<file path="src/rtl/core/bdcl_pkg.sv">
package bdcl_pkg;

  localparam int NUM_BUTTONS_DEF = 4;
  localparam int CNT_W = 16;
  localparam int CFG_W = 16;
  localparam int CFG_IDX_W = 1;

  localparam logic [CFG_W-1:0] STABLE_TICKS_RST = 16'd20;
  localparam logic [CFG_W-1:0] LONG_PRESS_TICKS_RST = 16'd1000;
  localparam logic [CNT_W-1:0] CNT_MAX = '1;

  typedef enum logic [CFG_IDX_W-1:0] {
    REG_STABLE_TICKS     = 1'd0,
    REG_LONG_PRESS_TICKS = 1'd1
  } reg_idx_t;

  typedef enum logic [1:0] {
    KIND_TICK   = 2'd0,
    KIND_SAMPLE = 2'd1,
    KIND_STEP   = 2'd2
  } kind_t;

  typedef enum logic [1:0] {
    ST_IDLE    = 2'd0,
    ST_PRESSED = 2'd1,
    ST_CLICK   = 2'd2,
    ST_LONG    = 2'd3
  } press_state_t;

  typedef enum logic [1:0] {
    EV_NONE  = 2'd0,
    EV_CLICK = 2'd1,
    EV_LONG  = 2'd2
  } event_t;

  typedef struct packed {
    logic [1:0] kind;
    logic [1:0] button;
    logic       pin_level;
  } cmd_t;

  typedef struct packed {
    logic [1:0] event_res;
    logic       debounced_pressed;
    logic [1:0] press_state;
  } res_t;

  typedef struct packed {
    logic [CNT_W-1:0] hold_count;
    logic             level_pressed;
    logic [1:0]       recognizer_state;
  } entry_t;

  localparam int ENTRY_W = $bits(entry_t);

endpackage

</file>
<file path="src/rtl/core/bdcl_ram.sv">
module bdcl_ram #(
  parameter int WIDTH = 8,
  parameter int DEPTH = 4
) (
  input  logic                                clk,
  input  logic                                we,
  input  logic [(DEPTH > 1 ? $clog2(DEPTH) : 1)-1:0] waddr,
  input  logic [WIDTH-1:0]                    wdata,
  input  logic                                re,
  input  logic [(DEPTH > 1 ? $clog2(DEPTH) : 1)-1:0] raddr,
  output logic [WIDTH-1:0]                    rdata
);

  logic [WIDTH-1:0] mem [DEPTH];

  always_ff @(posedge clk) begin
    if (we) begin
      mem[waddr] <= wdata;
    end
    if (re) begin
      rdata <= mem[raddr];
    end
  end

endmodule

</file>
<file path="src/rtl/core/bdcl_update.sv">
module bdcl_update (
  input  bdcl_pkg::entry_t             cur,
  input  logic [1:0]                   kind,
  input  logic                         pin_level,
  input  logic [bdcl_pkg::CFG_W-1:0]   stable_ticks,
  input  logic [bdcl_pkg::CFG_W-1:0]   long_press_ticks,
  output bdcl_pkg::entry_t             nxt,
  output logic [1:0]                   event_res
);
  import bdcl_pkg::*;

  always_comb begin
    nxt = cur;
    event_res = EV_NONE;
    case (kind)
      KIND_TICK: begin
        if (cur.hold_count != CNT_MAX) begin
          nxt.hold_count = cur.hold_count + CNT_W'(1);
        end
      end
      KIND_SAMPLE: begin
        if (cur.hold_count >= stable_ticks && cur.level_pressed != pin_level) begin
          nxt.level_pressed = pin_level;
          nxt.hold_count = '0;
        end
      end
      KIND_STEP: begin
        case (cur.recognizer_state)
          ST_IDLE: begin
            if (cur.level_pressed) begin
              nxt.recognizer_state = ST_PRESSED;
            end
          end
          ST_PRESSED: begin
            if (!cur.level_pressed) begin
              nxt.recognizer_state = ST_CLICK;
            end else if (cur.hold_count >= long_press_ticks) begin
              event_res = EV_LONG;
              nxt.recognizer_state = ST_LONG;
            end
          end
          ST_CLICK: begin
            event_res = EV_CLICK;
            nxt.recognizer_state = ST_IDLE;
          end
          default: begin
            if (!cur.level_pressed) begin
              nxt.recognizer_state = ST_IDLE;
            end
          end
        endcase
      end
      default: begin
      end
    endcase
  end

endmodule

</file>
<file path="src/rtl/core/button_debounce_click_longpress_core.sv">
// Pipeline: two register stages (state RAM read, result); res_valid is registered
// from s1_valid, which is set when the command transaction is accepted.
// Throughput: one transaction per cycle while res_stall does not hold the result,
// set by the per-button state RAM read and write-back, with forwarding between them.
// Reset (rst, synchronous): clears pipeline valids, loads register defaults and
// clears one valid bit per button, so every button reads as zero at once.
module button_debounce_click_longpress_core #(
  parameter int NUM_BUTTONS = bdcl_pkg::NUM_BUTTONS_DEF
) (
  input  logic                           clk,
  input  logic                           rst,
  input  logic                           cmd_valid,
  output logic                           cmd_stall,
  input  bdcl_pkg::cmd_t                 cmd,
  output logic                           res_valid,
  input  logic                           res_stall,
  output bdcl_pkg::res_t                 res,
  input  logic                           cfg_we,
  input  logic [bdcl_pkg::CFG_IDX_W-1:0] cfg_index,
  input  logic [bdcl_pkg::CFG_W-1:0]     cfg_data
);
  import bdcl_pkg::*;

  localparam int AW = NUM_BUTTONS > 1 ? $clog2(NUM_BUTTONS) : 1;

  logic [CFG_W-1:0] stable_ticks;
  logic [CFG_W-1:0] long_press_ticks;

  logic             accept;
  logic             s1_go;
  logic             cmd_in_range;
  logic [AW-1:0]    cmd_addr;

  logic             s1_valid;
  logic [1:0]       s1_kind;
  logic             s1_pin;
  logic             s1_in_range;
  logic [AW-1:0]    s1_addr;
  logic             s1_ent_valid;
  logic             s1_fwd_hit;
  entry_t           s1_fwd_data;

  logic [NUM_BUTTONS-1:0] entry_valid;

  logic             wr_en;
  entry_t           rd_data;
  entry_t           cur;
  entry_t           nxt;
  logic [1:0]       upd_event;

  assign cmd_in_range = {5'd0, cmd.button} < 7'(NUM_BUTTONS);
  assign cmd_addr     = AW'(cmd.button);
  assign s1_go        = !res_valid || !res_stall;
  assign cmd_stall    = s1_valid && !s1_go;
  assign accept       = cmd_valid && !cmd_stall;
  assign wr_en        = s1_valid && s1_go && s1_in_range;

  always_ff @(posedge clk) begin
    if (rst) begin
      stable_ticks <= STABLE_TICKS_RST;
      long_press_ticks <= LONG_PRESS_TICKS_RST;
    end else if (cfg_we) begin
      case (cfg_index)
        REG_STABLE_TICKS:     stable_ticks <= cfg_data;
        REG_LONG_PRESS_TICKS: long_press_ticks <= cfg_data;
        default: begin
        end
      endcase
    end
  end

  bdcl_ram #(
    .WIDTH(ENTRY_W),
    .DEPTH(NUM_BUTTONS)
  ) u_state_ram (
    .clk  (clk),
    .we   (wr_en),
    .waddr(s1_addr),
    .wdata(nxt),
    .re   (accept),
    .raddr(cmd_addr),
    .rdata(rd_data)
  );

  always_ff @(posedge clk) begin
    if (rst) begin
      entry_valid <= '0;
    end else if (wr_en) begin
      entry_valid[s1_addr] <= 1'b1;
    end
  end

  always_ff @(posedge clk) begin
    if (rst) begin
      s1_valid <= 1'b0;
    end else if (accept) begin
      s1_valid <= 1'b1;
    end else if (s1_go) begin
      s1_valid <= 1'b0;
    end
  end

  // capture item and any write landing on the same entry at the read edge
  always_ff @(posedge clk) begin
    if (accept) begin
      s1_kind      <= cmd.kind;
      s1_pin       <= cmd.pin_level;
      s1_in_range  <= cmd_in_range;
      s1_addr      <= cmd_addr;
      s1_ent_valid <= cmd_in_range && entry_valid[cmd_addr];
      s1_fwd_hit   <= wr_en && s1_addr == cmd_addr;
      s1_fwd_data  <= nxt;
    end
  end

  always_comb begin
    if (s1_fwd_hit) begin
      cur = s1_fwd_data;
    end else if (s1_ent_valid) begin
      cur = rd_data;
    end else begin
      cur = '0;
    end
  end

  bdcl_update u_update (
    .cur             (cur),
    .kind            (s1_kind),
    .pin_level       (s1_pin),
    .stable_ticks    (stable_ticks),
    .long_press_ticks(long_press_ticks),
    .nxt             (nxt),
    .event_res       (upd_event)
  );

  always_ff @(posedge clk) begin
    if (rst) begin
      res_valid <= 1'b0;
    end else if (s1_go) begin
      res_valid <= s1_valid;
    end
  end

  always_ff @(posedge clk) begin
    if (s1_go && s1_valid) begin
      if (s1_in_range) begin
        res.event_res         <= upd_event;
        res.debounced_pressed <= nxt.level_pressed;
        res.press_state       <= nxt.recognizer_state;
      end else begin
        res <= '0;
      end
    end
  end

`ifndef SYNTHESIS
  a_stall_needs_busy: assert property (@(posedge clk) disable iff (rst)
    cmd_stall |-> s1_valid && res_valid && res_stall)
    else $error("command stalled with free pipeline");

  a_long_state: assert property (@(posedge clk) disable iff (rst)
    res_valid && res.event_res == EV_LONG |-> res.press_state == ST_LONG)
    else $error("long press without long state");

  a_click_state: assert property (@(posedge clk) disable iff (rst)
    res_valid && res.event_res == EV_CLICK |-> res.press_state == ST_IDLE)
    else $error("click without return to idle");

  a_fwd_only_same_entry: assert property (@(posedge clk) disable iff (rst)
    accept && wr_en && s1_addr == cmd_addr |=> s1_fwd_hit)
    else $error("missed forwarding of same-entry write");
`endif

endmodule
</file>
<file path="config.mk">
export PLATFORM = sky130hd
export DESIGN_NAME = button_debounce_click_longpress_core
export DESIGN_NICKNAME = d
export VERILOG_FILES = /design/src/rtl/core/bdcl_pkg.sv /design/src/rtl/core/bdcl_ram.sv /design/src/rtl/core/bdcl_update.sv /design/src/rtl/core/button_debounce_click_longpress_core.sv
export SDC_FILE = /design/constraint.sdc
export NUM_CORES = 1
export LEC_CHECK = 0
export BUFFER_PORTS_ARGS = -buffer_cell sky130_fd_sc_hd__clkbuf_2
export CAP_MARGIN = 20
export CELL_PAD_IN_SITES_DETAIL_PLACEMENT = 1
export CELL_PAD_IN_SITES_GLOBAL_PLACEMENT = 1
export CORE_MARGIN = 2
export CORE_UTILIZATION = 25
export DETAILED_ROUTE_END_ITERATION = 8
export GPL_ROUTABILITY_DRIVEN = 1
export GPL_TIMING_DRIVEN = 0
export PLACE_DENSITY_LB_ADDON = 0.1
export SLEW_MARGIN = 10
export SYNTH_ARGS = -nofsm -noshare
export SYNTH_HDL_FRONTEND = slang
export SYNTH_HIERARCHICAL = 1
export SYNTH_SLANG_ARGS = --single-unit
</file>
<file path="constraint.sdc">
create_clock -name clk -period 7.8 [get_ports clk]
set_input_delay 0.78 -clock clk [delete_from_list [all_inputs] [get_ports clk]]
set_output_delay 0.78 -clock clk [all_outputs]
set_load 0.005 [all_outputs]
</file>
* Word-level counts from Yosys, hierarchy flattened *
Memory sizes are Yosys's and may differ from the RTL's. A register that Yosys moved wholly into a read port is not among the register bits.
Index checks and enable logic that the tools add are counted.

cells by class
  multiplexer cells = 23
  equality and inequality tests = 7
  add/sub/neg operators = 1
  magnitude comparators = 5
  reductions and logical operators = 16
  bitwise gates (word level) = 2

operators by type and width
  cell                   count
  $mux 19                2
  $ge 16x16->1           2
  $pmux 16 s2            1
  $mux 17                1
  $add 16x1->16 const B  1
  $mux 16                1
  $ne 16x16->1 const B   1
  $mux 2                 7
  $mux 1                 7
  $logic_and 1x1->1      6
  $lt 2x3->1 const B     2
  $pmux 2 s3             1
  $eq 2x1->1 const B     2
  $eq 2x2->1 const B     2
  $logic_not 1->1        4
  $logic_not 2->1        2
  $or 4x4->4             1
  $pmux 2 s2             1
  $reduce_and 2->1       2
  $bmux 1 s2             1
  $demux 1 s2            1
  $eq 2x2->1             1
  $ge 2x1->1 const B     1
  $reduce_bool 2->1      1
  3 further kinds        3

storage, ports and cells
  register bits after elaboration = 69
  memories kept = 1
  output and inout port bits = 7
  input bits = 27
  word-level logic and storage cells = 71
  RAM bits = 76

memory list
  name             words  width  read ports  clocked after Yosys merged registers in  wr ports  RTL line        source
  u_state_ram.mem  4      19     1           1                                        1         bdcl_ram.sv:14  logic [WIDTH-1:0] mem [DEPTH];

* Logic depth before layout (Yosys ltp) *
  depth in word-level cells = 7
  depth in mapped cells = 12
  mapped depth without buffers = 10

* Cells and area by module *
The synthesis kept the hierarchy.

by module, submodules not included
  module                                area an instance (µm²)  times used  cells an instance
  bdcl_ram                              3387.0                  1           122
  button_debounce_click_longpress_core  2573.7                  1           229
  bdcl_update                           1527.7                  1           226

* Worst setup path before layout *
No wires, ideal clock.

  kind = in2reg
  start point = input res_stall
  end point = register s1_addr[0] (enable)
  data arrival time = 3016 ps
  library setup time = 453 ps
  setup slack = 4331 ps
  cell stages on the path = 2
  cells stage by stage = and3_1 -> nor2b_1

on the way
  word-level cells in the longest chain between the ends = 6

RTL lines
  element               RTL line                                     source
  start, declared       button_debounce_click_longpress_core.sv:16   input logic res_stall,
  $logic_not 1->1       button_debounce_click_longpress_core.sv:53   assign s1_go = !res_valid || !res_stall;
  $logic_or 1x1->1      button_debounce_click_longpress_core.sv:53
  $logic_not 1->1       button_debounce_click_longpress_core.sv:54   assign cmd_stall = s1_valid && !s1_go;
  $logic_and 1x1->1     button_debounce_click_longpress_core.sv:54
  $logic_not 1->1       button_debounce_click_longpress_core.sv:55   assign accept = cmd_valid && !cmd_stall;
  $logic_and 1x1->1     button_debounce_click_longpress_core.sv:55
  via accept            button_debounce_click_longpress_core.sv:29   logic accept;
  end signal, assigned  button_debounce_click_longpress_core.sv:109  s1_addr <= cmd_addr;
  end, declared         button_debounce_click_longpress_core.sv:38   logic [AW-1:0] s1_addr;

The timed path passes the listed nets, and every way through them passes these cells.
A chain may end at the register's enable or synchronous reset.

==> reports/qor.yml <==
outcome: "finished clean"
nets: 695
worstHoldEndpoint: "stable_ticks[6]"
synth_ff_type: "edfxtp_1"
p_leak_nw: 3.24
worstHoldStart: "stable_ticks[6]"
cts_setup_buffers: 0
numCtsBuffers: 17
arrival_ns: 4.10
synth_top_cell_area_share_pct: 50.5
final.setup_skew_ns: 0.0109
dieHeight_um: 177
criticalPathCategory: "register to register"
via_count: 4760
postCtsResizedCells: 0
finalWorstSetupSlack_ns: 3.86
avgSynthCellArea_um2: 13.0
overflow: 0
ys_warn_count: 6
required_ns: 7.95
finish.instance_area_mm2: 0.00880
path_max_fanout: 10
period_needed_ns: 3.94
drive_gt1_share_pct: 18.2
port_buffers: 32
synth_cells: 577
power_mw: 2.12
r2r_slack_ns: 3.86
worst_pin_slew_ns: 0.742
setup_viol: 0
syn_area_mm2: 0.00749
place_area_mm2: 0.00819
postCtsHoldBufs: 0
cts.clk_slew.worst_paths_ns: 0.07
rows: 63
wirelength_mm: 19.8
grt_pass1_wl_mm: 30.9
p_per_area_mw_per_mm2: 240
slew_headroom_pct: 50.4
worstReg2RegEnd: "s1_fwd_data[15]"
ant_nets: 0
first_global_vias: 5196
r2r_cells: 12
avgRoutedWirePerCell_um: 19.1
dp_slack_ns: 3.74
post-route-period-util_pct: 50.5
mappedNetlistNets: 641
slew_viol_final: 0
dp_hpwl_mm: 14.1
drc: 0
clockBufferDepth: 2
r2r_start: "s1_fwd_hit"
insertion_delay_ns: 0.44
peakVddDrop_v: 0.000146
synth_seq_cells: 164
async_flop_share_pct: 0
ios: 34
worstSetupEndpointType: "register"
hold_path_class: "register to register"
fp.dieArea_mm2: 0.0314
area_delta_synth_final_pct: 17.6
drv_cap: 0
rsz0062_at_grt: "false"
min_path_cells: 2
finalHoldViolCount: 0
initial_utilization_pct: 25.3
root_buffer: "clkbuf_16"
first_pass_iters: 4
ctsHtreeMaxLevel: 4
antenna_found_initial: 0
drtIter0Drc: 328
cts_tree: "done"
holdWs_ns: 0.460
setup_tns_ns: 0
grt_max_degree: 25
yosysSeqAreaShare_pct: 60.7
fmax_ghz: 0.254
synth_area_leader_cell: "edfxtp_1"
start_kind: "register"
core_area_mm2: 0.0296
ys_types: 60
die_w_um: 177
clock-sinks: 164
synth-edff-count: 126
grtUsageTotal_pct: 13.5
fillCellCount: 3182
gp_congestion: 0.791
antennaDiodeCount: 0
viasPerCell: 4.60
synth_area_leaders: "edfxtp_1 (51%), dfxtp_1 (10%), ha_1 (6.2%)"
state kept, by name, summed over array words and instances (netlist names), 4 cells and up:
name,cells
u_state_ram/mem,76
long_press_ticks,16
res,5
s1_fwd_data,19
u_state_ram/rdata,19
entry_valid,4
stable_ticks,16
layout by cell type (no fill, tap or decap), types with 7 or more instances in the layout:
cell,Yosys,routed
edfxtp_1,126,126
nand2_1,95,95
dfxtp_1,38,38
ha_1,37,37
inv_1,35,35
clkbuf_2,0,32
a21oi_1,30,30
o21ai_0,17,17
a22o_1,17,17
nor2_1,17,17
clkbuf_16,0,17
mux4_2,11,11
clkbuf_1,6,9
buf_4,7,9
nand3b_1,9,9
mux4_1,9,9
a21oi_2,8,8
nand4_1,8,8
a21o_1,8,8
nor2b_1,8,7
a31oi_1,7,7
layout make-up:
| class | instances | area [um^2] | share of cell area [%] |
|---|---|---|---|
| plain buffers | 24 | 163 | 1.85 |
| clock buffers | 20 | 437 | 4.96 |
| clock inverters | 12 | 180 | 2.05 |
| inverters | 35 | 131 | 1.49 |
| multi-input cells | 354 | 2670 | 30.3 |
| flip-flops and latches | 164 | 4540 | 51.6 |
| well taps | 390 | 488 | 5.54 |
| repair buffers | 35 | 195 | 2.22 |
cells in the mapped netlist (8+ instances only):
cell	n
nor2_1	17
a21oi_2	8
nor2b_1	8
a21o_1	8
ha_1	37
a22o_1	17
nand2_1	95
mux4_2	11
mux4_1	9
edfxtp_1	126
nand4_1	8
a21oi_1	30
nand3b_1	9
inv_1	35
o21ai_0	17
dfxtp_1	38
logic make-up (layout without fill, tap and decap cells):
kind of cell	after synthesis	after routing	synth area share [%]
fa+ha+maj	37	37	6.18
mux	22	22	6.75
xor+xnor	3	3	0.351
simple gates	177	177	11.5
compound gates	115	115	10.6
flops	164	164	60.7
buf+inv	59	126	3.93
where the power goes:
part / switching (mW) / internal [mW]
Sequential: 0.0158 / 0.992
Clock: 0.357 / 0.537
Combinational: 0.136 / 0.0796
critical path: stages (launching register included):
cell and delay [ns]:
edfxtp_1 0.48, nor2b_1 0.15, buf_2 0.29, buf_4 0.28
a22o_1 0.43, ha_1 0.35, a211oi_1 0.22, o21ai_0 0.13
o2111ai_1 0.19, o211ai_2 0.21, and3_1 0.26, buf_4 0.19
a211oi_1 0.47
worst max-delay path by stage:
stage | startpoint | end | slack [ns] | cells after the start
final | s1_fwd_hit | s1_fwd_data[15] | 3.86 | 12
after global routing | s1_fwd_hit | s1_fwd_data[3] | 3.50 | 12
after CTS | s1_fwd_hit | s1_fwd_data[15] | 3.75 | 12
after detailed placement | s1_fwd_hit | u_state_ram/mem[3][15] | 3.74 | 12
after global placement | res_stall | u_state_ram/mem[0][13] | 2.50 | 3
after floorplan | res_stall | s1_addr[0] | 4.33 | 2
through the flow:
step | std cells | utilization (%)
final | 1034 | 29.8
after global routing | 1034 | 29.8
after CTS | 1034 | 29.8
after detailed placement | 1002 | 27.7
after global placement | 999 | 27.5
after floorplan | 577 | -
metal layers:
metal	share of wire, %	global-route usage [%]	routed length [um]
met1	47	17.7	9250
met2	49	22.3	9720
met3	2.6	2.73	512
met4	1.6	4.55	308
met5	0	0	0
Power figures use the tool's default switching activity.
